[src/sv/affine_dequantize_to_float32_unit_macros.svh]
// Assertion macros shared by the dequantizer RTL.
// Depends on signals named clk and rst in the module that uses them.
`ifndef AFFINE_DEQUANTIZE_TO_FLOAT32_UNIT_MACROS_SVH
`define AFFINE_DEQUANTIZE_TO_FLOAT32_UNIT_MACROS_SVH

// Same-cycle implication, checked outside reset.
`define ADQ_ASSERT_IMP(label, ante, cons, msg) \
  label: assert property (@(posedge clk) disable iff (rst) (ante) |-> (cons)) \
    else $error(msg);

// Next-cycle implication, checked outside reset.
`define ADQ_ASSERT_NXT(label, ante, cons, msg) \
  label: assert property (@(posedge clk) disable iff (rst) (ante) |=> (cons)) \
    else $error(msg);

`endif

[src/sv/adq_pkg.sv]
// Package for the affine dequantizer: codes, pipeline types and helper functions.
// No dependencies.
package adq_pkg;

  // Element type codes.
  localparam logic [2:0] ET_F32   = 3'd0;
  localparam logic [2:0] ET_F16   = 3'd1;
  localparam logic [2:0] ET_S8    = 3'd2;
  localparam logic [2:0] ET_U8    = 3'd3;
  localparam logic [2:0] ET_S16   = 3'd4;
  localparam logic [2:0] ET_U16   = 3'd5;
  localparam logic [2:0] ET_S32   = 3'd6;
  localparam logic [2:0] ET_UNSUP = 3'd7;

  // Configuration register indexes.
  localparam int CFG_IDX_W = 2;
  localparam logic [CFG_IDX_W-1:0] CFG_ELEM_TYPE = 2'd0;
  localparam logic [CFG_IDX_W-1:0] CFG_SCALE     = 2'd1;
  localparam logic [CFG_IDX_W-1:0] CFG_ZERO      = 2'd2;

  localparam logic [31:0] CANON_NAN = 32'h7FC0_0000;
  localparam logic [31:0] ONE_F32   = 32'h3F80_0000;

  // Decoded scale factor; a finite scale is man * 2^(ex-23) with man[23] set.
  typedef struct packed {
    logic               sign;
    logic               nan;
    logic               inf;
    logic signed [9:0]  ex;
    logic [23:0]        man;
  } scl_t;

  // Float difference: value is man * 2^(ex-23), zero when zero is set.
  typedef struct packed {
    logic        zero;
    logic        sign;
    logic [5:0]  ex;
    logic [23:0] man;
  } dfp_t;

  // Request state handed to the multiply and round stages.
  typedef struct packed {
    logic        bypass;
    logic [31:0] byp_val;
    logic        status;
    logic        last;
    dfp_t        d;
    scl_t        scl;
  } mul_in_t;

  // Leading zero count of a 33-bit word; 33 for zero.
  function automatic logic [5:0] lzc33(input logic [32:0] v);
    logic [5:0] cnt;
    cnt = 6'd33;
    for (int k = 0; k < 33; k++) begin
      if (v[k]) cnt = 6'(32 - k);
    end
    return cnt;
  endfunction

  // Rounds an integer magnitude to 24 significant bits, nearest even.
  function automatic dfp_t to_fp(input logic [32:0] mag);
    logic [5:0]  z;
    logic [32:0] n;
    logic        inc;
    logic [24:0] sum;
    dfp_t        r;
    z   = lzc33(mag);
    n   = mag << z;
    inc = n[8] & ((|n[7:0]) | n[9]);
    sum = {1'b0, n[32:9]} + {24'd0, inc};
    r.zero = (mag == 33'd0);
    r.sign = 1'b0;
    if (sum[24]) begin
      r.man = sum[24:1];
      r.ex  = 6'd33 - z;
    end else begin
      r.man = sum[23:0];
      r.ex  = 6'd32 - z;
    end
    return r;
  endfunction

  // Rounds a 32-bit magnitude to the nearest binary32 value, kept as an integer.
  function automatic logic [32:0] round_mag32(input logic [31:0] m);
    logic [5:0]  z;
    logic [32:0] n;
    logic        inc;
    logic [24:0] sum;
    logic [33:0] t;
    z   = lzc33({1'b0, m});
    n   = {1'b0, m} << z;
    inc = n[8] & ((|n[7:0]) | n[9]);
    sum = {1'b0, n[32:9]} + {24'd0, inc};
    t   = {sum, 9'd0} >> z;
    return t[32:0];
  endfunction

  // Exact widening of binary16 bits to binary32 bits.
  function automatic logic [31:0] half_widen(input logic [15:0] h);
    logic        sign;
    logic [4:0]  ex;
    logic [9:0]  man;
    logic [3:0]  sh;
    logic [10:0] nm;
    logic [31:0] r;
    sign = h[15];
    ex   = h[14:10];
    man  = h[9:0];
    sh   = 4'd0;
    for (int k = 0; k < 10; k++) begin
      if (man[k]) sh = 4'(10 - k);
    end
    nm = {1'b0, man} << sh;
    if (ex == 5'h1F) begin
      r = {sign, 8'hFF, man, 13'd0};
    end else if (ex == 5'd0) begin
      if (man == 10'd0) r = {sign, 31'd0};
      else r = {sign, 8'd113 - {4'd0, sh}, nm[9:0], 13'd0};
    end else begin
      r = {sign, {3'd0, ex} + 8'd112, man, 13'd0};
    end
    return r;
  endfunction

  // Decodes scale bits; a zero scale of either sign decodes as 1.0.
  function automatic scl_t decode_scale(input logic [31:0] b);
    logic [5:0]  lz;
    logic [23:0] sm;
    scl_t        r;
    lz = lzc33({10'd0, b[22:0]}) - 6'd10;
    sm = 24'({1'b0, b[22:0]} << (lz + 6'd1));
    r.sign = b[31];
    r.nan  = (b[30:23] == 8'hFF) && (b[22:0] != 23'd0);
    r.inf  = (b[30:23] == 8'hFF) && (b[22:0] == 23'd0);
    if (b[30:0] == 31'd0) begin
      r.sign = 1'b0;
      r.ex   = 10'sd0;
      r.man  = 24'h80_0000;
    end else if (b[30:23] == 8'd0) begin
      r.ex  = -10'sd127 - $signed({4'd0, lz});
      r.man = sm;
    end else begin
      r.ex  = $signed({2'd0, b[30:23]}) - 10'sd127;
      r.man = {1'b1, b[22:0]};
    end
    return r;
  endfunction

endpackage

[src/sv/adq_elem_if.sv]
// Element request channel of the dequantizer.
// Depends on nothing.
interface adq_elem_if;
  logic        valid;
  logic        ready;
  logic [31:0] raw_element;
  logic        last_element;
  modport source (output valid, raw_element, last_element, input ready);
  modport sink (input valid, raw_element, last_element, output ready);
endinterface

[src/sv/adq_result_if.sv]
// Result request channel of the dequantizer.
// Depends on nothing.
interface adq_result_if;
  logic        valid;
  logic        ready;
  logic [31:0] value_bits;
  logic        status;
  logic        last_out;
  modport source (output valid, value_bits, status, last_out, input ready);
  modport sink (input valid, value_bits, status, last_out, output ready);
endinterface

[src/sv/adq_cfg_if.sv]
// Configuration write channel of the dequantizer.
// Depends on adq_pkg for the index width.
interface adq_cfg_if;
  logic                          valid;
  logic                          ready;
  logic [adq_pkg::CFG_IDX_W-1:0] index;
  logic [31:0]                   data;
  modport source (output valid, index, data, input ready);
  modport sink (input valid, index, data, output ready);
endinterface

[src/sv/adq_scale_mul.sv]
// Scale multiply and binary32 rounding stages, ending in the result register.
// Depends on adq_pkg.
module adq_scale_mul (
  input  logic              clk,
  input  logic              rst,
  input  logic              en,
  input  logic              in_valid,
  input  adq_pkg::mul_in_t  in_req,
  output logic              out_valid,
  output logic [31:0]       value_bits,
  output logic              status,
  output logic              last_out
);

  // Multiply stage registers.
  logic              v3;
  logic [47:0]       prod;
  logic signed [9:0] pex;
  logic              psign;
  logic              use_prod;
  logic [31:0]       fixed_val;
  logic              st3;
  logic              last3;

  // Specials are settled before the multiply result is known.
  logic [31:0] fixed_next;
  logic        sgn;
  always_comb begin
    sgn = in_req.d.sign ^ in_req.scl.sign;
    if (in_req.bypass) begin
      fixed_next = in_req.byp_val;
    end else if (in_req.scl.nan || (in_req.scl.inf && in_req.d.zero)) begin
      fixed_next = adq_pkg::CANON_NAN;
    end else if (in_req.scl.inf) begin
      fixed_next = {sgn, 8'hFF, 23'd0};
    end else begin
      fixed_next = {sgn, 31'd0};
    end
  end

  always_ff @(posedge clk) begin
    if (rst) begin
      v3 <= 1'b0;
    end else if (en) begin
      v3 <= in_valid;
    end
  end

  always_ff @(posedge clk) begin
    if (en) begin
      prod      <= in_req.d.man * in_req.scl.man;
      pex       <= $signed({4'd0, in_req.d.ex}) + in_req.scl.ex;
      psign     <= sgn;
      use_prod  <= !in_req.bypass && !in_req.scl.nan && !in_req.scl.inf && !in_req.d.zero;
      fixed_val <= fixed_next;
      st3       <= in_req.status;
      last3     <= in_req.last;
    end
  end

  // Normalize, handle underflow to subnormal and overflow, round to nearest even.
  logic        top;
  logic [47:0] nrm;
  logic [10:0] be;
  logic [10:0] shw;
  logic [5:0]  sh;
  logic [47:0] shifted;
  logic        lost;
  logic [23:0] keep;
  logic        gbit;
  logic        sticky;
  logic [7:0]  efield;
  logic        inc;
  logic [30:0] mag;
  logic [31:0] prod_val;
  always_comb begin
    top = prod[47];
    nrm = top ? prod : {prod[46:0], 1'b0};
    be  = {pex[9], pex} + {10'd0, top} + 11'd127;
    shw = 11'd1 - be;
    sh  = (shw[10:6] != 5'd0) ? 6'd48 : shw[5:0];
    if (!be[10] && (be[9:0] != 10'd0)) begin
      shifted = nrm;
      lost    = 1'b0;
      efield  = be[7:0];
    end else begin
      shifted = nrm >> sh;
      lost    = |(nrm & ((48'd1 << sh) - 48'd1));
      efield  = 8'd0;
    end
    keep   = shifted[47:24];
    gbit   = shifted[23];
    sticky = (|shifted[22:0]) | lost;
    inc    = gbit & (sticky | keep[0]);
    mag    = {efield, keep[22:0]} + {30'd0, inc};
    if (!be[10] && (be[9:0] >= 10'd255)) prod_val = {psign, 8'hFF, 23'd0};
    else prod_val = {psign, mag};
  end

  // Result register.
  always_ff @(posedge clk) begin
    if (rst) begin
      out_valid <= 1'b0;
    end else if (en) begin
      out_valid <= v3;
    end
  end

  always_ff @(posedge clk) begin
    if (en) begin
      value_bits <= use_prod ? prod_val : fixed_val;
      status     <= st3;
      last_out   <= last3;
    end
  end

endmodule

[src/sv/affine_dequantize_to_float32_unit.sv]
// Affine dequantizer to binary32. Takes one element request per cycle and returns
// one result per request: an accepted request passes the stage one, stage two and
// multiply stage registers before it is loaded into the result register.
// A result that waits at the output holds the whole four-stage pipeline, so the
// sustained rate is one item per cycle whenever the result side is ready.
// Configuration writes are taken in every cycle and must only arrive while no
// request is in flight.
module affine_dequantize_to_float32_unit (
  input logic        clk,
  input logic        rst,
  adq_elem_if.sink   elem,
  adq_result_if.source result,
  adq_cfg_if.sink    cfg
);

  `include "affine_dequantize_to_float32_unit_macros.svh"

  // Configuration registers; the scale is kept in decoded form.
  logic [2:0]        elem_type;
  adq_pkg::scl_t     scl;
  logic [31:0]       zero_offset;

  assign cfg.ready = 1'b1;

  always_ff @(posedge clk) begin
    if (rst) begin
      elem_type   <= adq_pkg::ET_F32;
      scl         <= adq_pkg::decode_scale(adq_pkg::ONE_F32);
      zero_offset <= 32'd0;
    end else if (cfg.valid) begin
      unique case (cfg.index)
        adq_pkg::CFG_ELEM_TYPE: elem_type   <= cfg.data[2:0];
        adq_pkg::CFG_SCALE:     scl         <= adq_pkg::decode_scale(cfg.data);
        adq_pkg::CFG_ZERO:      zero_offset <= cfg.data;
        default: ;
      endcase
    end
  end

  // The pipeline moves whenever the result register is free or being taken.
  logic en;
  assign en         = !result.valid || result.ready;
  assign elem.ready = en;

  // Stage one: operand selection, with int32 operands rounded to float values.
  logic        byp_next;
  logic [31:0] bval_next;
  logic        st_next;
  logic [33:0] a_next;
  logic [33:0] b_next;
  logic [31:0] raw;
  logic [31:0] raw_mag;
  logic [31:0] zp_mag;
  logic [32:0] raw_rnd;
  logic [32:0] zp_rnd;
  always_comb begin
    raw       = elem.raw_element;
    raw_mag   = raw[31] ? (32'd0 - raw) : raw;
    zp_mag    = zero_offset[31] ? (32'd0 - zero_offset) : zero_offset;
    raw_rnd   = adq_pkg::round_mag32(raw_mag);
    zp_rnd    = adq_pkg::round_mag32(zp_mag);
    byp_next  = 1'b0;
    bval_next = 32'd0;
    st_next   = 1'b0;
    a_next    = 34'd0;
    b_next    = {{2{zero_offset[31]}}, zero_offset};
    case (elem_type)
      adq_pkg::ET_F32: begin
        byp_next  = 1'b1;
        bval_next = raw;
      end
      adq_pkg::ET_F16: begin
        byp_next  = 1'b1;
        bval_next = adq_pkg::half_widen(raw[15:0]);
      end
      adq_pkg::ET_S8:  a_next = {{26{raw[7]}}, raw[7:0]};
      adq_pkg::ET_U8:  a_next = {26'd0, raw[7:0]};
      adq_pkg::ET_S16: a_next = {{18{raw[15]}}, raw[15:0]};
      adq_pkg::ET_U16: a_next = {18'd0, raw[15:0]};
      adq_pkg::ET_S32: begin
        a_next = raw[31] ? (34'd0 - {1'b0, raw_rnd}) : {1'b0, raw_rnd};
        b_next = zero_offset[31] ? (34'd0 - {1'b0, zp_rnd}) : {1'b0, zp_rnd};
      end
      default: begin
        byp_next = 1'b1;
        st_next  = 1'b1;
      end
    endcase
  end

  logic        v1;
  logic        byp1;
  logic [31:0] bval1;
  logic        st1;
  logic        last1;
  logic [33:0] a1;
  logic [33:0] b1;

  always_ff @(posedge clk) begin
    if (rst) begin
      v1 <= 1'b0;
    end else if (en) begin
      v1 <= elem.valid;
    end
  end

  always_ff @(posedge clk) begin
    if (en) begin
      byp1  <= byp_next;
      bval1 <= bval_next;
      st1   <= st_next;
      last1 <= elem.last_element;
      a1    <= a_next;
      b1    <= b_next;
    end
  end

  // Stage two: exact difference, rounded once to binary32 precision.
  logic [33:0]      diff;
  logic [33:0]      dmag;
  adq_pkg::dfp_t    dfp;
  adq_pkg::mul_in_t m2_next;
  always_comb begin
    diff     = a1 - b1;
    dmag     = diff[33] ? (34'd0 - diff) : diff;
    dfp      = adq_pkg::to_fp(dmag[32:0]);
    dfp.sign = diff[33];
    m2_next.bypass  = byp1;
    m2_next.byp_val = bval1;
    m2_next.status  = st1;
    m2_next.last    = last1;
    m2_next.d       = dfp;
    m2_next.scl     = scl;
  end

  logic             v2;
  adq_pkg::mul_in_t m2;

  always_ff @(posedge clk) begin
    if (rst) begin
      v2 <= 1'b0;
    end else if (en) begin
      v2 <= v1;
    end
  end

  always_ff @(posedge clk) begin
    if (en) begin
      m2 <= m2_next;
    end
  end

  // Stages three and four: scale multiply, rounding and the result register.
  adq_scale_mul u_mul (
    .clk        (clk),
    .rst        (rst),
    .en         (en),
    .in_valid   (v2),
    .in_req     (m2),
    .out_valid  (result.valid),
    .value_bits (result.value_bits),
    .status     (result.status),
    .last_out   (result.last_out)
  );

  // Checks on the pipeline control and error reporting.
  `ADQ_ASSERT_IMP(a_err_zero, result.valid && result.status, result.value_bits == 32'd0,
                  "error result carries nonzero value")
  `ADQ_ASSERT_NXT(a_s1_adv, v1 && en, v2, "stage one request lost")
  `ADQ_ASSERT_NXT(a_s2_hold, v2 && !en, v2, "stage two request dropped while stalled")
  `ADQ_ASSERT_NXT(a_unsup, elem.valid && elem.ready && elem_type == adq_pkg::ET_UNSUP,
                  v1 && st1, "unsupported type not flagged")

endmodule

[src/flat_wrapper.sv]
// flat-port wrapper written by rule: the top's interface ports become plain ports
module affine_dequantize_to_float32_unit_flat 
  (clk, rst, elem_valid, elem_raw_element, elem_last_element, elem_ready, result_valid, result_value_bits, result_status, result_last_out, result_ready, cfg_valid, cfg_index, cfg_data, cfg_ready);
  adq_elem_if elem_i ();
  adq_result_if result_i ();
  adq_cfg_if cfg_i ();
  input logic clk;
  input logic rst;
  input wire logic [$bits(elem_i.valid)-1:0] elem_valid;
  input wire logic [$bits(elem_i.raw_element)-1:0] elem_raw_element;
  input wire logic [$bits(elem_i.last_element)-1:0] elem_last_element;
  output wire logic [$bits(elem_i.ready)-1:0] elem_ready;
  output wire logic [$bits(result_i.valid)-1:0] result_valid;
  output wire logic [$bits(result_i.value_bits)-1:0] result_value_bits;
  output wire logic [$bits(result_i.status)-1:0] result_status;
  output wire logic [$bits(result_i.last_out)-1:0] result_last_out;
  input wire logic [$bits(result_i.ready)-1:0] result_ready;
  input wire logic [$bits(cfg_i.valid)-1:0] cfg_valid;
  input wire logic [$bits(cfg_i.index)-1:0] cfg_index;
  input wire logic [$bits(cfg_i.data)-1:0] cfg_data;
  output wire logic [$bits(cfg_i.ready)-1:0] cfg_ready;
  assign elem_i.valid = elem_valid;
  assign elem_i.raw_element = elem_raw_element;
  assign elem_i.last_element = elem_last_element;
  assign elem_ready = elem_i.ready;
  assign result_valid = result_i.valid;
  assign result_value_bits = result_i.value_bits;
  assign result_status = result_i.status;
  assign result_last_out = result_i.last_out;
  assign result_i.ready = result_ready;
  assign cfg_i.valid = cfg_valid;
  assign cfg_i.index = cfg_index;
  assign cfg_i.data = cfg_data;
  assign cfg_ready = cfg_i.ready;
  affine_dequantize_to_float32_unit u_core (.clk(clk), .rst(rst), .elem(elem_i), .result(result_i), .cfg(cfg_i));
endmodule
[config.mk]
export PLATFORM = sky130hd
export DESIGN_NAME = affine_dequantize_to_float32_unit_flat
export DESIGN_NICKNAME = d
export VERILOG_FILES = /design/src/sv/adq_pkg.sv /design/src/sv/adq_elem_if.sv /design/src/sv/adq_result_if.sv /design/src/sv/adq_cfg_if.sv /design/src/sv/adq_scale_mul.sv /design/src/sv/affine_dequantize_to_float32_unit.sv /design/src/flat_wrapper.sv
export VERILOG_INCLUDE_DIRS = /design/src /design/src/sv
export SDC_FILE = /design/constraint.sdc
export NUM_CORES = 2
export LEC_CHECK = 0
export BUFFER_PORTS_ARGS = -buffer_cell sky130_fd_sc_hd__buf_4
export CAP_MARGIN = 5
export CORE_UTILIZATION = 60
export DETAILED_ROUTE_END_ITERATION = 8
export GPL_TIMING_DRIVEN = 0
export PLACE_DENSITY = 0.77
export SETUP_SLACK_MARGIN = 0.2
export SLEW_MARGIN = 40
export SYNTH_ARGS = -nofsm -noshare
export SYNTH_HDL_FRONTEND = slang
export SYNTH_SLANG_ARGS = --single-unit
[constraint.sdc]
create_clock -name clk -period 8.75 [get_ports clk]
set_input_delay 1.3125 -clock clk [delete_from_list [all_inputs] [get_ports clk]]
set_output_delay 1.3125 -clock clk [all_outputs]
set_load 0.01 [all_outputs]
==> results.py <==
metrics = {
    "run_status": {
        "status": "finished with violations",
        "violations": "DRC, setup timing",
    },
    "global_routing": {
        "track_usage_pct": 48.64,
        "grt_overflow": 0,
        "first_pass_grt_wire_length_mm": 398.9,
        "antenna_found_initial": 13,
        "grt_pass1_vias": 66997,
        "grt_max_degree": 31,
    },
    "power": {
        "powerDensity_nw_per_um2": 349.9,
        "leakage_nw": 30.89,
        "p_int_w": 0.01132,
        "switching_portion_of_total_power_pct": 56.76,
        "seq_power_share_pct": 12.0,
        "p_sw_w": 0.01486,
        "clock_power_share_pct": 7.0,
        "max-vdd-ir-drop_mv": 0.6340,
        "pwr-share-comb_pct": 81.0,
    },
    "critical_path": {
        "critical_path.startpoint_type": "input pin",
        "worst_setup_path_end_kind": "flop",
        "worst_ep_required_time_ps": 9090,
        "critical_path.top_delay_family": "simple AND/OR/NAND/NOR gates",
        "cpMaxStageDelayCell": "or4_4",
        "critical_path_peak_fanout": 10,
        "timing.critical_path.mode_cell": "buf_4",
        "timing.critical_path.buf_inv": 10,
        "cp.arrival_ps": 9740,
        "path_class": "in -> reg",
        "cpPeakStageDelay_ps": 610,
    },
    "clocking": {
        "clock_pin_slew_on_the_worst_setup_and_hold_paths_ps": 70,
        "cts_buffer_depth": 3,
        "clkSinkCount": 409,
        "clock_tree.root_cell": "clkbuf_16",
        "cts_htree_levels": 2,
        "cts_buffers": 40,
        "worst_skew_pair_latency_ps": 610,
        "cts_tree": "yes",
        "hold_buffers": 0,
    },
    "sta": {
        "final_critical_path_setup_slack_ps": -650.4,
        "report.final.hold_viol_count": 0,
        "clock_skew_ps": 14.65,
        "final_min_period_over_clock_period_pct": 107.4,
        "timing.final.crit_period_ps": 9400,
        "slew_violations": 0,
        "final-setup-viol-count": 27,
        "fmaxAchievable_mhz": 106.4,
        "worst_pin_slew_ps": 1093,
        "max-slew-margin-rel_pct": 26.47,
        "hold_slack_ps": 420.6,
        "rsz_0062_raised_after_global_routing": "true",
    },
    "logic_synthesis": {
        "most_instantiated_library_cell_after_synthesis": "nand2_1",
        "most_used_flip_flop_cell_after_synthesis": "edfxtp_1",
        "synth_sequential_area_ratio_pct": 18.37,
        "yosys-top-cells-area": "edfxtp_1, fa_1, nand2_1, ha_1, mux2i_1",
        "ys_types": 131,
        "synthesis.instances": 7744,
        "synthDominantAreaCellType": "edfxtp_1",
        "yosysWarningCount": 0,
        "synth_area_um2": 62770,
        "seq_cells_post_synth": 409,
        "postSynthNetCount": 8542,
        "synthesis.area_per_instance_um2": 8.106,
        "asyncSetResetFlopFracSynth_pct": 0,
        "top_post_synthesis_cells_by_count": "nand2_1, inv_1, nor2_1",
        "synth-edff-count": 334,
        "area_share_of_the_largest_cell_type_after_synthesis_pct": 15.98,
    },
    "floorplan": {
        "floorplan.core_area_um2": 103600,
        "dieWidth_um": 325.4,
        "floorplan.io_pins": 109,
        "die-area_um2": 105900,
        "start_util_pct": 60.56,
        "die_y_um": 325.4,
        "placement_rows": 118,
    },
    "detailed_routing": {
        "route.detailed.vias_per_inst": 7.227,
        "drtPass1Iterations": 9,
        "dr_total_vias": 69812,
        "route.layer.met1.wl_mm": 91.34,
        "dr_top_layer": "met5",
        "wl_met2_mm": 118.6,
        "dr.first_iter.drc_count": 10589,
        "detailroute.wirelength.met3_mm": 34.47,
        "drc": 22,
        "routedWlPerCell_um": 28.56,
        "drt.antenna.violating_nets": 0,
        "routed_wirelength_mm": 275.9,
    },
    "place": {
        "gpl.final_weighted_congestion": 1.100,
        "detailedPlacementHpwl_mm": 199.8,
        "dp_worst_setup_slack_ps": -2794,
        "number_of_i_o_port_buffers": 87,
    },
    "layout": {
        "drive_above_1_share_pct": 19.39,
        "fill_cells": 7526,
        "syn_to_final_growth_pct": 19.21,
        "design.final.nets": 9043,
    },
    "worst_hold_path": {
        "hold_path.class": "reg -> reg",
    },
    "run": {
        "max_cap_viol_count": 0,
    },
}
==> power groups by stage <==
stage	combinational [W]	sequential, W	clock [W]
5_1_grt	0.0219	0.00315	0.00188
6_report	0.0212	0.00314	0.00183
4_1_cts	0.0184	0.00310	0.00181
3_3_place_gp	0.0167	0.00316	0
2_1_floorplan	0.0115	0.00300	0
3_5_place_dp	0.0171	0.00318	0
==> registers in the layout, indices dropped and copies added (netlist names), 3 cells and up <==
| name | count |
|---|---|
| u_core.a1 | 34 |
| u_core.b1 | 34 |
| u_core.bval1 | 32 |
| u_core.elem_type | 3 |
| u_core.m2 | 103 |
| u_core.m2_next | 36 |
| u_core.u_mul.fixed_val | 32 |
| u_core.u_mul.pex | 10 |
| u_core.u_mul.prod | 48 |
| u_core.u_mul.value_bits | 32 |
| u_core.zero_offset | 32 |
==> cell families (layout without fill, tap and decap cells) <==
logic type                 count (synthesis)  after routing  share of synthesized area [%]
other                                      1              5                       0.005974
AOI/OAI and AO/OA                       1919           1919                          21.02
xor gates and xnor gates                 359            359                          5.045
adders and majority gates                726            726                          20.26
DFF                                      409            409                          18.37
muxes                                    347            347                          5.814
buffers and inverters                   1165           1697                          7.333
and+or+nand+nor                         2818           2818                          22.15
==> stage by stage <==
step	total power, W	instances	util (%)	TNS, ps	cell area [um^2]
after detailed placement	0.02032	9227	63.67	-205850	65990
after global routing	0.02695	9656	72.19	-16770	74820
after CTS	0.02333	9491	68.96	0	71480
after global placement	0.01990	9211	63.20	-289840	65510
after floorplan	0.01447	7744	-	0	63130
final	0.02618	9660	72.20	-9500	74830
==> layout make-up <==
type                    count  area [um^2]  share of cell area (%)
multi-input cells        6170        50910                   68.03
flip-flops and latches    409        11530                   15.41
repair buffers            460         3849                   5.143
plain buffers             504         2928                   3.913
inverters                 660         2505                   3.347
well taps                1380         1727                   2.307
clock buffers              45         1051                   1.405
clock inverters            28        317.8                  0.4247
diodes                      4        10.01                 0.01338
==> layout by cell type (no fill, tap or decap), drive strengths merged, types with 79 or more instances in the layout <==
cell type	netlist	routed
a211oi	108	108
a21oi	423	423
a31oi	79	79
and2	295	295
buf	131	610
clkbuf	374	398
edfxtp	334	334
fa	484	484
ha	242	242
inv	655	658
mux2i	278	278
nand2	985	985
nand3	201	201
nor2	544	544
nor3	220	220
nor4	97	97
o21ai	400	400
o22ai	95	95
xnor2	218	218
xor2	141	141
==> metal layers <==
metal / GRT usage, % / up-vias
li1: - / 28555
met1: 55.77 / 32547
met2: 75.92 / 6510
met3: 12.34 / 2184
met4: 41.92 / 16
met5: 0 / -
==> what timing repair did <==
item | in CTS | in global routing
pin swaps | 126 | 172
gates resized for setup | 645 | 551
setup endpoints to repair | 139 | 114
buffers inserted | 189 | 164
gates cloned | 2 | 1
==> worst paths after layout <==
check                                          from                    end  slack [ps]  depth (start not counted)
worst max-delay path            elem_raw_element[0]          u_core.a1[29]        -650                         35
worst min-delay path               u_core.bval1[14]          u_core.m2[85]         420                          0
worst max register to register        u_core.m2[44]  u_core.u_mul.prod[47]         -60                         30
worst min register to register     u_core.bval1[14]          u_core.m2[85]         420                          0
Power figures use the tool's default switching activity.
